**config.mk**
```make
export PLATFORM = sky130hd
export DESIGN_NAME = gle_queue
export DESIGN_NICKNAME = d
export VERILOG_FILES = /design/src/rtl/gle_pkg.sv /design/src/rtl/gle_queue.sv
export SDC_FILE = /design/constraint.sdc
export NUM_CORES = 1
export LEC_CHECK = 0
export BUFFER_PORTS_ARGS = -buffer_cell sky130_fd_sc_hd__buf_2
export CAP_MARGIN = 20
export CORE_MARGIN = 3
export CORE_UTILIZATION = 45
export CTS_BUF_LIST = sky130_fd_sc_hd__clkbuf_8
export DETAILED_ROUTE_END_ITERATION = 10
export GPL_TIMING_DRIVEN = 1
export HOLD_SLACK_MARGIN = 0.05
export REMOVE_ABC_BUFFERS = 1
export SLEW_MARGIN = 10
export SYNTH_ARGS = -nofsm -noshare
export SYNTH_HDL_FRONTEND = slang
export SYNTH_SLANG_ARGS = --single-unit
```
**constraint.sdc**
```tcl
create_clock -name i_clk -period 2.65 [get_ports i_clk]
set_input_delay 0 -clock i_clk [delete_from_list [all_inputs] [get_ports i_clk]]
set_output_delay 0 -clock i_clk [all_outputs]
set_load 0.1 [all_outputs]
```
**src/rtl/gle_pkg.sv**
```systemverilog
// ============================================================================
// gle_pkg: shared types and constants of the grayscale Laplacian edge block
// Transaction structs for both ports, the column record passed from the
// front end to the back end, register indexes and fixed constants.
// ============================================================================
package gle_pkg;

    // field widths
    localparam int GRAY_W = 6;
    localparam int POS_W  = 10;
    localparam int CFG_W  = 11;

    // register reset values and limits
    localparam logic [CFG_W-1:0] WIDTH_RESET  = 11'd640;
    localparam logic [CFG_W-1:0] HEIGHT_RESET = 11'd480;
    localparam int               DIM_MIN      = 3;
    localparam int               HEIGHT_MAX   = 1024;

    // luma weights for R, G, B
    localparam logic [7:0] COEF_R = 8'd158;
    localparam logic [7:0] COEF_G = 8'd152;
    localparam logic [7:0] COEF_B = 8'd60;

    // largest edge value
    localparam logic [15:0] EDGE_MAX = 16'hFFFF;

    // queue between front and back end
    localparam int QUEUE_DEPTH = 4;
    localparam int QUEUE_AW    = 2;

    // configuration register indexes
    typedef enum logic {
        REG_FRAME_WIDTH  = 1'b0,
        REG_FRAME_HEIGHT = 1'b1
    } t_gle_reg;

    // input transaction
    typedef struct packed {
        logic [15:0] pixel_rgb565;
        logic        frame_start;
    } t_gle_in;

    // result transaction
    typedef struct packed {
        logic [15:0]      edge_value;
        logic [POS_W-1:0] out_column;
        logic [POS_W-1:0] out_row;
        logic             frame_last;
    } t_gle_out;

    // one new window column plus result bookkeeping
    typedef struct packed {
        logic [GRAY_W-1:0] above;
        logic [GRAY_W-1:0] up;
        logic [GRAY_W-1:0] gray;
        logic              emit;
        logic [POS_W-1:0]  column;
        logic [POS_W-1:0]  row;
        logic              last;
    } t_gle_col;

endpackage

```
**src/rtl/gle_queue.sv**
```systemverilog
// ============================================================================
// gle_queue: short register queue between front and back end
// Holds window columns in order so that each side can stall on its own.
// ============================================================================
module gle_queue (
    input  logic              i_clk,
    input  logic              i_rst_n,
    input  logic              i_push,
    input  gle_pkg::t_gle_col i_data,
    output logic              o_full,
    output logic              o_valid,
    output gle_pkg::t_gle_col o_data,
    input  logic              i_pop
);
    import gle_pkg::*;

    t_gle_col            r_slot [QUEUE_DEPTH];
    logic [QUEUE_AW-1:0] r_wp;
    logic [QUEUE_AW-1:0] r_rp;
    logic [QUEUE_AW:0]   r_cnt;
    logic                do_push;
    logic                do_pop;

    assign o_full  = (r_cnt == (QUEUE_AW+1)'(QUEUE_DEPTH));
    assign o_valid = (r_cnt != '0);
    assign o_data  = r_slot[r_rp];
    assign do_push = i_push && !o_full;
    assign do_pop  = i_pop && o_valid;

    // pointers and fill count
    always_ff @(posedge i_clk) begin
        if (!i_rst_n) begin
            r_wp  <= '0;
            r_rp  <= '0;
            r_cnt <= '0;
        end else begin
            if (do_push) begin
                r_wp <= r_wp + QUEUE_AW'(1);
            end
            if (do_pop) begin
                r_rp <= r_rp + QUEUE_AW'(1);
            end
            if (do_push && !do_pop) begin
                r_cnt <= r_cnt + (QUEUE_AW+1)'(1);
            end else if (do_pop && !do_push) begin
                r_cnt <= r_cnt - (QUEUE_AW+1)'(1);
            end
        end
    end

    // storage
    always_ff @(posedge i_clk) begin
        if (do_push) begin
            r_slot[r_wp] <= i_data;
        end
    end

    a_cnt_bound: assert property (@(posedge i_clk) disable iff (!i_rst_n)
        r_cnt <= (QUEUE_AW+1)'(QUEUE_DEPTH))
        else $error("queue count out of range");

    a_no_push_full: assert property (@(posedge i_clk) disable iff (!i_rst_n)
        !(i_push && o_full))
        else $error("push into full queue");

endmodule

```
Yosys cells after proc, flatten, opt, wreduce, memory -nomap -nowiden
Memory sizes are Yosys's and may differ from the RTL's. A register that Yosys moved wholly into a read port is not among the register bits.
Index checks and enable logic that the tools add are counted.
Widths: inputs -> output; s select.
- output and inout bits: 42
- input port bits: 44
- flip-flop bits (word level): 7
- memories kept: 1
- bits in read-only memories: 0
- latch bits: 0
- memory bits (writable): 160
- word-level logic and storage cells: 24
- memories (memory ; depth ; bits a word ; read ports ; clocked after Yosys merged registers in ; write ports ; line ; RTL):
    r_slot ; 4 ; 40 ; 1 ; 1 ; 1 ; gle_queue.sv:17 ; t_gle_col r_slot [QUEUE_DEPTH];
- shift operators: 0
- equality and inequality tests: 1
- mux-type cells: 6
- magnitude comparators: 0
- bitwise operators: 0
- $mul: 0
- reductions and logical operators: 9
- divide/modulo/power cells: 0
- add/sub/neg operators: 4
- operators by type and width (kind ; count):
    $mux 3 ; 2
    $add 2x1->2 const B ; 2
    $logic_and 1x1->1 ; 4
    $mux 2 ; 2
    $add 3x1->3 const B ; 1
    $eq 3x3->1 const B ; 1
    $logic_not 1->1 ; 3
    $reduce_bool 3->1 ; 1
    $sub 3x1->3 const B ; 1
    $mux 1 ; 2
    $reduce_bool 2->1 ; 1

Depth between registers and ports, before layout
- word-level depth: 7
- gate-level depth with buffers: 9
- mapped depth without buffers: 8

Worst setup path after synthesis
Ideal clock, no wire load.
- path type: reg-to-reg
- start point: register r_cnt[2]
- end point: memory r_slot[0][0] (netlist name), enable pin
- arrival: 2.535 ns
- clock period less this slack: 2.976 ns
- library setup time: 0.441 ns
- slack: -0.326 ns
- data required time: 2.209 ns
- stages on the path, launching flop included: 5
- path through: dfxtp_1 > nor3b_2 > nor2b_1 > buf_6 > and2_1
- cells in the longest elaborated chain, start to end: 5
- RTL lines (what ; line ; RTL):
    from (decl) ; gle_queue.sv:20 ; logic [QUEUE_AW:0] r_cnt;
    from (signal assigned) ; gle_queue.sv:44 ; r_cnt <= r_cnt + (QUEUE_AW+1)'(1);
    from (signal assigned) ; gle_queue.sv:46 ; r_cnt <= r_cnt - (QUEUE_AW+1)'(1);
    $eq 3x3->1 ; gle_queue.sv:24 ; assign o_full = (r_cnt == (QUEUE_AW+1)'(QUEUE_DEPTH));
    net o_full ; gle_queue.sv:10 ; output logic o_full,
    $logic_not 1->1 ; gle_queue.sv:27 ; assign do_push = i_push && !o_full;
    $logic_and 1x1->1 ; gle_queue.sv:27 ;
    net do_push ; gle_queue.sv:21 ; logic do_push;
    $mux 1 ; gle_queue.sv:53 ; if (do_push) begin
    $mux 1 (implied by the code) ; gle_queue.sv:54 ; r_slot[r_wp] <= i_data;
    to (decl) ; gle_queue.sv:17 ;
The timed path passes the listed nets, and every way through them passes these cells.

==> impl_metrics.tcl <==
set metrics [dict create \
    status "finished, final reports clean" \
    core_sq_um 13500 \
    place.gp.congestion 0.690 \
    cts-htree-levels 4 \
    tns_ns 0 \
    drt-total-wl_mm 10.9 \
    power_density_nw_per_um2 1130 \
    fin_area_sq_um 7730 \
    critPathArrivalTime_ns 2.25 \
    r2r-start "r_cnt[0]" \
    cts_made_buffers 17 \
    clkTransAtPathRegs_ns 0.08 \
    tritoncts "done" \
    rr_worst_depth 9 \
    cp-end-kind "output port" \
    dp_hpwl_mm 6.47 \
    switching_share_pct 45.5 \
    comb_power_share_pct 42.6 \
    synth-compound-area-share_pct 0.536 \
    fmax_mhz 445 \
    hold_path_class "input port to flip-flop" \
    grt_pass1_vias 3185 \
    maxSlewViolCount 0 \
    yosys.area.top_type "edfxtp_1" \
    intPower_mw 4.78 \
    drc_errors 0 \
    final_nets 453 \
    io_buffers 85 \
    synthesis.area_sq_um 6310 \
    synth_fa_ha_area_share_pct 1.31 \
    initialDrtViolationCount 246 \
    reg2reg_to "r_cnt[2]" \
    drive_above_1_share_pct 42.1 \
    rrSetupSlack_ns 0.51 \
    clkPwrFrac_pct 18.3 \
    synth_cell_types 22 \
    period_share_pct 84.9 \
    floorplan.rows 42 \
    antenna_found_initial 0 \
    clock_sinks 169 \
    worst_pin_slew_ns 0.521 \
    whs_endpoint "r_slot[2][27]" \
    clock_skew_ns 0.00840 \
    worstSetupPathType "flip-flop to output port" \
    dp.cells 517 \
    hold_start "i_data[27]" \
    wl_per_cell_microns 18.4 \
    yosys.area_share.simple_pct 1.63 \
    holdPathStages 2 \
    io-pin-count 86 \
    placed_area_sq_um 6950 \
    grt_usage_pct 14.9 \
    total_power_mw 8.77 \
    slew_headroom_pct 65.5 \
    grt_pass1_wl_mm 17.5 \
    rsz0062_at_grt "no" \
    grt_max_degree 41 \
    seq_area_frac_synth_pct 79.0 \
    ir_drop_mv 0.701 \
    p_seq_share_pct 39.1 \
    cts_resized 0 \
    finish.utilization_pct 57.5 \
    synth.area.mux_share_pct 14.8 \
    fin_cells 592 \
    synth_top_family_by_area "multiplexers" \
    die_h_microns 124 \
    start_kind "flip-flop" \
    crit_required_ns 2.65 \
    layout_min_cycle_time_ns 2.25 \
    syn2layout_area_growth_pct 22.6 \
    synth_top_area_share_pct 76.2 \
    dieArea_sq_um 15500 \
    cts_root_buffer "clkbuf_8" \
    n_antenna_cell 0 \
    cp_max_fo 21 \
    dr_total_vias 2991 \
    syn_avg_cell_area_sq_um 24.5 \
    synth_xor_area_share_pct 0.555 \
    clock_latency_ns 0.44 \
    grt.overflow.total 0 \
    p_leak_nw 2.65 \
    cap_viol_max_count 0 \
    synthTopCellsByArea "edfxtp_1 (76%), mux4_2 (14%), dfxtp_1 (2.9%)" \
    mostFrequentLayoutCells "edfxtp_1 (160), buf_2 (85), dlygate4sd3_1 (43)" \
    yosys_warnings 0 \
    layout_commonest_cell "edfxtp_1" \
    clk_path_buf_depth 2 \
    p_switching_mw 3.99 \
    setup_violations 0 \
    synth_cells 257 \
    ys_seq_elements 169 \
    finalHoldViolCount 0 \
    die_x_microns 124 \
    start_util_pct 46.9 \
    drt_pass1_iterations 4 \
    viasPerCell 5.05 \
    ant_nets 0 \
]
## how the worst max path moves through the flow
stage | from | end | slack, ns | cells after the start
6_report | flip-flop | o_data[15] | 0.40 | 3
5_1_grt | flip-flop | o_data[15] | 0.21 | 3
4_1_cts | flip-flop | o_data[15] | 0.31 | 3
3_5_place_dp | r_cnt[0] | r_cnt[2] | 0.52 | 9
3_3_place_gp | r_cnt[0] | r_cnt[2] | 0.60 | 9
2_1_floorplan | r_cnt[2] | r_slot[0][0] | -0.45 | 3
## critical path: stages, from the launching register on
cell and delay, ns:
dfxtp_4 0.63, buf_12 0.27, mux4_2 0.56, buf_2 0.32
## repair_timing
| action | CTS | global route |
|---|---|---|
| hold buffers | 43 | 0 |
| endpoints found under the hold margin | 169 | 0 |
| setup buffers | 0 | 0 |
| endpoints found under the setup margin | 0 | 0 |
## per-layer routing
metal / share of wire (%) / vias up / GRT usage [%]
met3: 5.1 / 15 / 4.67
met1: 45 / 1532 / 19.8
met2: 48 / 78 / 23.0
li1: - / 1366 / -
met5: 0 / - / 0
met4: 1.9 / 0 / 6.19
## Yosys cell counts
cell      number
nor3b_2        1
mux2i_1        3
o21ai_0        1
xnor2_1        3
fa_1           1
o311ai_1       1
mux4_2        40
buf_12         4
nand2_1        4
edfxtp_1     160
buf_6          2
or3_1          2
ha_1           5
o31ai_2        1
and2_1         8
nor2b_1        2
buf_2          4
inv_1          3
a21boi_0       1
clkbuf_1       1
dfxtp_1        9
xor2_1         1
## power groups by stage
stage	sequential [mW]	clock, mW	combinational, mW
floorplan	3.52	0	3.06
global placement	3.48	0	3.73
detailed placement	3.50	0	3.73
CTS	3.44	1.66	3.78
global route	3.48	1.77	3.88
finish	3.43	1.60	3.74
## state kept, by name, indices dropped and copies added, names as in the netlist, named ones only
signal  count
r_rp        2
r_cnt       3
r_wp        2
r_slot    160
## cell type report
type	instances	area, sq um
inverter	3	11.3
sequential	169	4990
tap	176	220
clock buffer	17	234
clock inverter	15	116
timing repair buffer	138	968
multi-input combinational	74	1190
fill	1077	5720
## cells by family (layout without fill, tap and decap cells)
group / count (synthesis) / count (layout)
flip-flops: 169 / 169
multiplexers: 43 / 43
AND/OR/NAND/NOR: 17 / 17
buffers and inverters: 14 / 173
adder cells (fa/ha/maj): 6 / 6
AO/OA/AOI/OAI: 4 / 4
XOR/XNOR: 4 / 4
## per-stage QoR
stage / setup slack, ns / hold WS [ns]
2_1_floorplan: -0.448 / 0.0989
3_3_place_gp: 0.599 / 0.215
3_5_place_dp: 0.517 / 0.221
4_1_cts: 0.308 / 0.265
5_1_grt: 0.211 / 0.282
6_report: 0.401 / 0.305
(Power assumes the default switching activity.)
