===== src/rtl/gle_pkg.sv =====
// ============================================================================
// gle_pkg: shared types and constants of the grayscale Laplacian edge block
// Transaction structs for both ports, the column record passed from the
// front end to the back end, register indexes and fixed constants.
// ============================================================================
package gle_pkg;

    // field widths
    localparam int GRAY_W = 6;
    localparam int POS_W  = 10;
    localparam int CFG_W  = 11;

    // register reset values and limits
    localparam logic [CFG_W-1:0] WIDTH_RESET  = 11'd640;
    localparam logic [CFG_W-1:0] HEIGHT_RESET = 11'd480;
    localparam int               DIM_MIN      = 3;
    localparam int               HEIGHT_MAX   = 1024;

    // luma weights for R, G, B
    localparam logic [7:0] COEF_R = 8'd158;
    localparam logic [7:0] COEF_G = 8'd152;
    localparam logic [7:0] COEF_B = 8'd60;

    // largest edge value
    localparam logic [15:0] EDGE_MAX = 16'hFFFF;

    // queue between front and back end
    localparam int QUEUE_DEPTH = 4;
    localparam int QUEUE_AW    = 2;

    // configuration register indexes
    typedef enum logic {
        REG_FRAME_WIDTH  = 1'b0,
        REG_FRAME_HEIGHT = 1'b1
    } t_gle_reg;

    // input transaction
    typedef struct packed {
        logic [15:0] pixel_rgb565;
        logic        frame_start;
    } t_gle_in;

    // result transaction
    typedef struct packed {
        logic [15:0]      edge_value;
        logic [POS_W-1:0] out_column;
        logic [POS_W-1:0] out_row;
        logic             frame_last;
    } t_gle_out;

    // one new window column plus result bookkeeping
    typedef struct packed {
        logic [GRAY_W-1:0] above;
        logic [GRAY_W-1:0] up;
        logic [GRAY_W-1:0] gray;
        logic              emit;
        logic [POS_W-1:0]  column;
        logic [POS_W-1:0]  row;
        logic              last;
    } t_gle_col;

endpackage


===== src/rtl/gle_back.sv =====
// ============================================================================
// gle_back: 3x3 window, Laplacian and result register
// Shifts every column into the window, forms the two partial sums, scales
// them into the packed 565 Laplacian, clamps and holds the result.
// ============================================================================
module gle_back (
    input  logic              i_clk,
    input  logic              i_rst_n,
    input  logic              i_q_valid,
    input  gle_pkg::t_gle_col i_q_data,
    output logic              o_q_pop,
    input  logic              i_pop,
    output logic              o_empty,
    output gle_pkg::t_gle_out o_result
);
    import gle_pkg::*;

    logic [GRAY_W-1:0] r_win [9];
    logic [GRAY_W-1:0] n_win [9];
    logic [7:0]        sum_h;
    logic [8:0]        sum_g;
    logic signed [9:0] n_dh;
    logic signed [9:0] n_dg;

    // stage B1
    logic              r_b_valid;
    logic              r_b_emit;
    logic signed [9:0] r_b_dh;
    logic signed [9:0] r_b_dg;
    logic [POS_W-1:0]  r_b_column;
    logic [POS_W-1:0]  r_b_row;
    logic              r_b_last;

    // result register
    logic              r_o_valid;
    t_gle_out          r_o_data;

    logic               o_load;
    logic               b_ready;
    logic signed [20:0] acc;
    logic [15:0]        edge_val;

    assign o_load  = r_b_valid && r_b_emit && (!r_o_valid || i_pop);
    assign b_ready = !r_b_valid || !r_b_emit || !r_o_valid || i_pop;
    assign o_q_pop = i_q_valid && b_ready;

    // window after shifting in the new column
    always_comb begin
        for (int k = 0; k < 3; k++) begin
            n_win[k*3]     = r_win[k*3+1];
            n_win[k*3+1]   = r_win[k*3+2];
        end
        n_win[2] = i_q_data.above;
        n_win[5] = i_q_data.up;
        n_win[8] = i_q_data.gray;
    end

    // neighbor sums of the half value and the full value
    always_comb begin
        sum_h = '0;
        sum_g = '0;
        for (int k = 0; k < 9; k++) begin
            if (k != 4) begin
                sum_h = sum_h + 8'(n_win[k][5:1]);
                sum_g = sum_g + 9'(n_win[k]);
            end
        end
        n_dh = signed'({2'b0, n_win[4][5:1], 3'b0}) - signed'({2'b0, sum_h});
        n_dg = signed'({1'b0, n_win[4], 3'b0}) - signed'({1'b0, sum_g});
    end

    // window registers
    always_ff @(posedge i_clk) begin
        if (!i_rst_n) begin
            for (int k = 0; k < 9; k++) begin
                r_win[k] <= '0;
            end
        end else if (o_q_pop) begin
            for (int k = 0; k < 9; k++) begin
                r_win[k] <= n_win[k];
            end
        end
    end

    // stage B1 control
    always_ff @(posedge i_clk) begin
        if (!i_rst_n) begin
            r_b_valid <= 1'b0;
        end else if (o_q_pop) begin
            r_b_valid <= 1'b1;
        end else if (b_ready) begin
            r_b_valid <= 1'b0;
        end
    end

    // stage B1 payload
    always_ff @(posedge i_clk) begin
        if (o_q_pop) begin
            r_b_emit   <= i_q_data.emit;
            r_b_dh     <= n_dh;
            r_b_dg     <= n_dg;
            r_b_column <= i_q_data.column;
            r_b_row    <= i_q_data.row;
            r_b_last   <= i_q_data.last;
        end
    end

    // packed word is 2049*half + 32*gray, so scale the two sums and clamp
    always_comb begin
        acc = ({{11{r_b_dh[9]}}, r_b_dh} <<< 11)
            + {{11{r_b_dh[9]}}, r_b_dh}
            + ({{11{r_b_dg[9]}}, r_b_dg} <<< 5);
        if (acc[20]) begin
            edge_val = '0;
        end else if (acc[19:16] != 4'b0) begin
            edge_val = EDGE_MAX;
        end else begin
            edge_val = acc[15:0];
        end
    end

    // result register
    always_ff @(posedge i_clk) begin
        if (!i_rst_n) begin
            r_o_valid <= 1'b0;
        end else if (o_load) begin
            r_o_valid <= 1'b1;
        end else if (i_pop) begin
            r_o_valid <= 1'b0;
        end
    end

    always_ff @(posedge i_clk) begin
        if (o_load) begin
            r_o_data.edge_value <= edge_val;
            r_o_data.out_column <= r_b_column;
            r_o_data.out_row    <= r_b_row;
            r_o_data.frame_last <= r_b_last;
        end
    end

    assign o_empty  = !r_o_valid;
    assign o_result = r_o_data;

    // a column taken from the queue always lands in B1
    a_pop_lands: assert property (@(posedge i_clk) disable iff (!i_rst_n)
        o_q_pop |=> r_b_valid)
        else $error("popped column not held in B1");

    // a result held in B1 waits while the result register is blocked
    a_b1_holds: assert property (@(posedge i_clk) disable iff (!i_rst_n)
        r_b_valid && r_b_emit && r_o_valid && !i_pop |=> r_b_valid && $stable(r_b_dh))
        else $error("pending result dropped from B1");

endmodule


===== config.mk =====
export PLATFORM = sky130hd
export DESIGN_NAME = gle_back
export DESIGN_NICKNAME = d
export VERILOG_FILES = /design/src/rtl/gle_pkg.sv /design/src/rtl/gle_back.sv
export SDC_FILE = /design/constraint.sdc
export NUM_CORES = 1
export LEC_CHECK = 0
export CORE_UTILIZATION = 40
export CTS_BUF_LIST = sky130_fd_sc_hd__clkbuf_8
export CTS_CLUSTER_DIAMETER = 30
export DETAILED_ROUTE_END_ITERATION = 7
export DONT_BUFFER_PORTS = 1
export PLACE_DENSITY = 0.62
export SLEW_MARGIN = 20
export SYNTH_ARGS = -nofsm -noshare
export SYNTH_HDL_FRONTEND = slang
export SYNTH_SLANG_ARGS = --single-unit

===== constraint.sdc =====
create_clock -name i_clk -period 6.3 [get_ports i_clk]
set_clock_uncertainty 0.1 [all_clocks]
set_input_delay 1.575 -clock i_clk [delete_from_list [all_inputs] [get_ports i_clk]]
set_output_delay 1.575 -clock i_clk [all_outputs]
set_load 0.005 [all_outputs]

======== After elaboration in Yosys (flattened, before gate mapping) ========
Memory sizes are Yosys's and may differ from the RTL's.
Index checks and enable logic that the tools add are counted.
Widths: inputs -> output; s select.
storage, ports and cells
  register bits after elaboration ......... 81
  latch bits .............................. 0
  memory bits (writable) .................. 54
  ROM bits ................................ 0
  input bits .............................. 44
  word-level logic and storage cells ...... 71
  memories ................................ 1
memories
  name   depth  bits a word  read ports  clocked after memory_dff  wr ports  RTL line        text
  r_win  9      6            6           0                         9         gle_back.sv:18  logic [GRAY_W-1:0] r_win [9];
cells by class
  add/subtract/negate cells ............... 18
  $mul .................................... 0
  divide/modulo/power cells ............... 0
  magnitude comparators ................... 0
  equality and inequality tests ........... 0
  shift-type cells ........................ 0
  muxes and demuxes ....................... 18
  bitwise gates (word level) .............. 9
  reductions and logical operators ........ 13
operators by type and width
  operator           number
  $mux 6             9
  $add 21x21->21     2
  $add 9x6->9        4
  $add 8x5->8        4
  $mux 16            1
  $sub 9x9->10       1
  $add 8x6->9        1
  $or 1x1->1         9
  $sub 8x8->9        1
  $add 7x5->8        1
  $add 7x6->8        1
  $mux 1             8
  $add 6x5->7        1
  $add 6x6->7        1
  $add 5x5->6        1
  $logic_or 1x1->1   4
  $reduce_bool 2->1  2
  $reduce_bool 4->1  1
  $logic_and 1x1->1  3
  $logic_not 1->1    3

======== Depth between registers and ports, before layout ========
  depth after elaboration ................. 9
  depth in mapped cells ................... 16
  mapped depth without buffers ............ 16

======== Worst setup path before layout ========
Ideal clock, no wire load.
  path kind ............................... input to register
  from .................................... input i_q_data[35] (netlist bit)
  to ...................................... register r_b_dg[7], data pin
  data arrival time ....................... 5.241 ns
  required time ........................... 5.940 ns
  slack ................................... 0.699 ns
  stages on the path ...................... 16
  buffers on the path ..................... 0
  cells stage by stage .................... inv_1 > fa_1 > inv_1 > fa_1 > inv_1 > fa_1 > inv_1 > fa_1 > inv_1 > ha_1 > a21o_1 > a21oi_1 > nand2b_1 > a21boi_0 > o41a_1 > xor2_1
on the way
  word-level cells in the longest chain between the ends .. 7
ends and longest elaborated chain
  element                    RTL line         text
  start, declared            gle_back.sv:10   input gle_pkg::t_gle_col i_q_data,
  $add 7x6->8                gle_back.sv:65   sum_g = sum_g + 9'(n_win[k]);
  $add 8x6->9                gle_back.sv:65
  $add 9x6->9 (4 in series)  gle_back.sv:65
  $sub 9x9->10               gle_back.sv:69   n_dg = signed'({1'b0, n_win[4], 3'b0}) - signed'({1'b0, sum_g});
  via n_dg[7]                gle_back.sv:23   logic signed [9:0] n_dg;
  end signal, assigned       gle_back.sv:101  r_b_dg <= n_dg;
  end, declared              gle_back.sv:29   logic signed [9:0] r_b_dg;
The timed path passes the listed nets, and every way through them passes these cells.
A chain may end at the register's enable or synchronous reset.

======== Final worst setup path ========
Ends and elaborated chain as after synthesis.

==> reports/metrics.cfg <==
[status]
status = complete, but fails checks
failed_checks = design-rule violations

[layout]
layout_commonest_cell = inv_1
nets = 773
regArea_mm2 = 0.00346
n_antenna_cell = 0
layout.cells.non_filler = 850
drive_above_1_share_pct = 8.70
layout_common_cells = inv_1, edfxtp_1, fa_1
syn_to_final_growth_pct = 8.22
multi_input_area_mm2 = 0.00345
fillers = 1672

[grt]
grt_usage_pct = 13.8
grt_start_max_net_pins = 79
antenna_found_initial = 0
grt_overflow_total = 0
grt_first_pass_wirelength_mm = 20.7
first_global_vias = 4330

[clocking]
clock-root-buffer = clkbuf_8
cts_buffers = 17
h-tree-depth = 4
postCtsResizedCells = 0
post_cts_buffers = 0
path_clk_slew_ns = 0.09
ctsHoldBuffers = 0
cts_tree = yes
clk_latency_ns = 0.45
clock-sinks = 116
clockBufferDepth = 2

[timing]
fmax_mhz = 188
slew_headroom_pct = 31.4
grt_setup_unrepaired = false
hold-worst-slack_ns = 0.319
worst_pin_slew_ns = 1.03
setup_tns_ns = 0
setup_violations = 0
min_period_over_period_pct = 84.3
post-route-min-period_ns = 5.31
slew_viol_final = 0
hold_viol = 0

[floorplan]
rows = 49
die_height_um = 139
die_area_mm2 = 0.0192
die_w_um = 139
initial_core_util_pct = 41.2
core_region_area_mm2 = 0.0181
io_pins = 83

[job]
maxCapViolations = 0

[place]
gp_congestion = 0.792
io_buffers = 0
dp_cells = 818
dpl.hpwl_mm = 9.28

[drt]
drtPass1Iterations = 6
drt_iter0_markers = 140
drc = 8
wl_per_cell_um = 14.2
viasPerCell = 4.78
vias = 4059
drt.antenna.violating_nets = 0
wl_mm = 12.1

[critical_path]
slowest_stage = fa_1
cp_common_cell = inv_1
start_kind = input port
crit_type = in2reg
required_ns = 6.40
crit_family = adder cells
slowest_delay_ns = 0.56
cp.buffers_inverters = 5
path_cells = inv_1 > fa_1 > inv_1 > fa_1 > inv_1 > fa_1 > inv_1 > fa_1 > inv_1 > ha_1 > a21o_1 > a21oi_1 > nand2b_1 > a21boi_0 > o41a_1 > xor2_1
critPathCaptureType = register
critPathMaxFanout = 2
worstPathArrival_ns = 5.42

[logic_synthesis]
synth_area_leader_cell = edfxtp_1
synth_fp_nets = 763
netlist_area_mm2 = 0.00747
syn_avg_cell_area_um2 = 12.5
yosysSeqAreaShare_pct = 46.4
ys_warn_count = 0
yosysUniqueCellTypes = 54
synth-seq-cells = 116
synth_edf_count = 114
async_reset_ff_share_pct = 0
synthTopCellsByArea = edfxtp_1, fa_1, ha_1
postSynthCellCount = 598
synth_ff_type = edfxtp_1
yosysTopAreaCellShare_pct = 45.8

[worst_hold_path]
hold_class = reg2reg

==> final timing paths <==
path | from | to | slack [ns] | cells after the start
max reg2reg | r_win[2][1]$_SDFFCE_PN0P_ | r_b_dg[7]$_DFFE_PP_ | 1.80 | 16
max | i_q_data[35] | r_b_dg[7]$_DFFE_PP_ | 0.99 | 16
min | r_b_row[6]$_DFFE_PP_ | o_result[7]$_DFFE_PP_ | 0.32 | 0
min reg2reg | r_b_row[6]$_DFFE_PP_ | o_result[7]$_DFFE_PP_ | 0.32 | 0
==> synthesized netlist by cell type (all sizes together) (3+ instances only) <==
cell type,n
a211oi,3
a21boi,4
a21o,7
a21oi,28
a31oi,4
and3,37
buf,3
clkbuf,8
edfxtp,114
fa,66
ha,55
inv,137
nand2,13
nand2b,4
nand3,6
nor2,24
nor3,8
o21a,8
o21ai,13
xnor2,11
xor2,13
==> per-layer routing <==
layer	global-route usage [%]	vias to the layer above	part of all wire, %
li1	-	2028	-
met2	21.7	89	46
met1	17.5	1927	48
met4	4.68	0	1.1
met5	0	-	0
met3	5.28	15	4.7
==> stage by stage <==
step	area (µm²)	setup slack, ns	utilization, %
floorplan	7470	0.699	-
global placement	7730	0.571	42.6
detailed placement	7730	0.500	42.6
CTS	8090	1.01	44.6
global route	8090	0.869	44.6
finish	8090	0.987	44.6
==> layout make-up <==
cell class | instances | share of cell area (%)
clock buffer | 17 | 2.89
clock inverter | 15 | 1.52
inverter | 137 | 6.36
multi-input combinational | 334 | 42.7
sequential | 116 | 42.8
tap | 229 | 3.54
timing repair buffer | 2 | 0.186
==> state kept, by name, summed over array words and instances (netlist names) <==
signal      count
r_b_row        10
r_b_emit        1
r_b_valid       1
r_b_dg         10
r_b_dh          9
o_result       37
r_o_valid       1
r_win          36
r_b_column     10
r_b_last        1
==> cells by family (layout without fill, tap and decap cells) <==
logic type      count (synthesis)  in the layout  share of synthesized area (%)
mux                             2              2                          0.285
xor+xnor                       24             24                           3.06
buf+inv                       148            171                           7.77
simple gates                  103            103                           7.30
flops                         116            116                           46.4
fa+ha+maj                     121            121                           26.9
compound gates                 84             84                           8.32
Power is not shown: default switching activity piles up to over one toggle a cycle in this logic, so the estimate is an artifact.
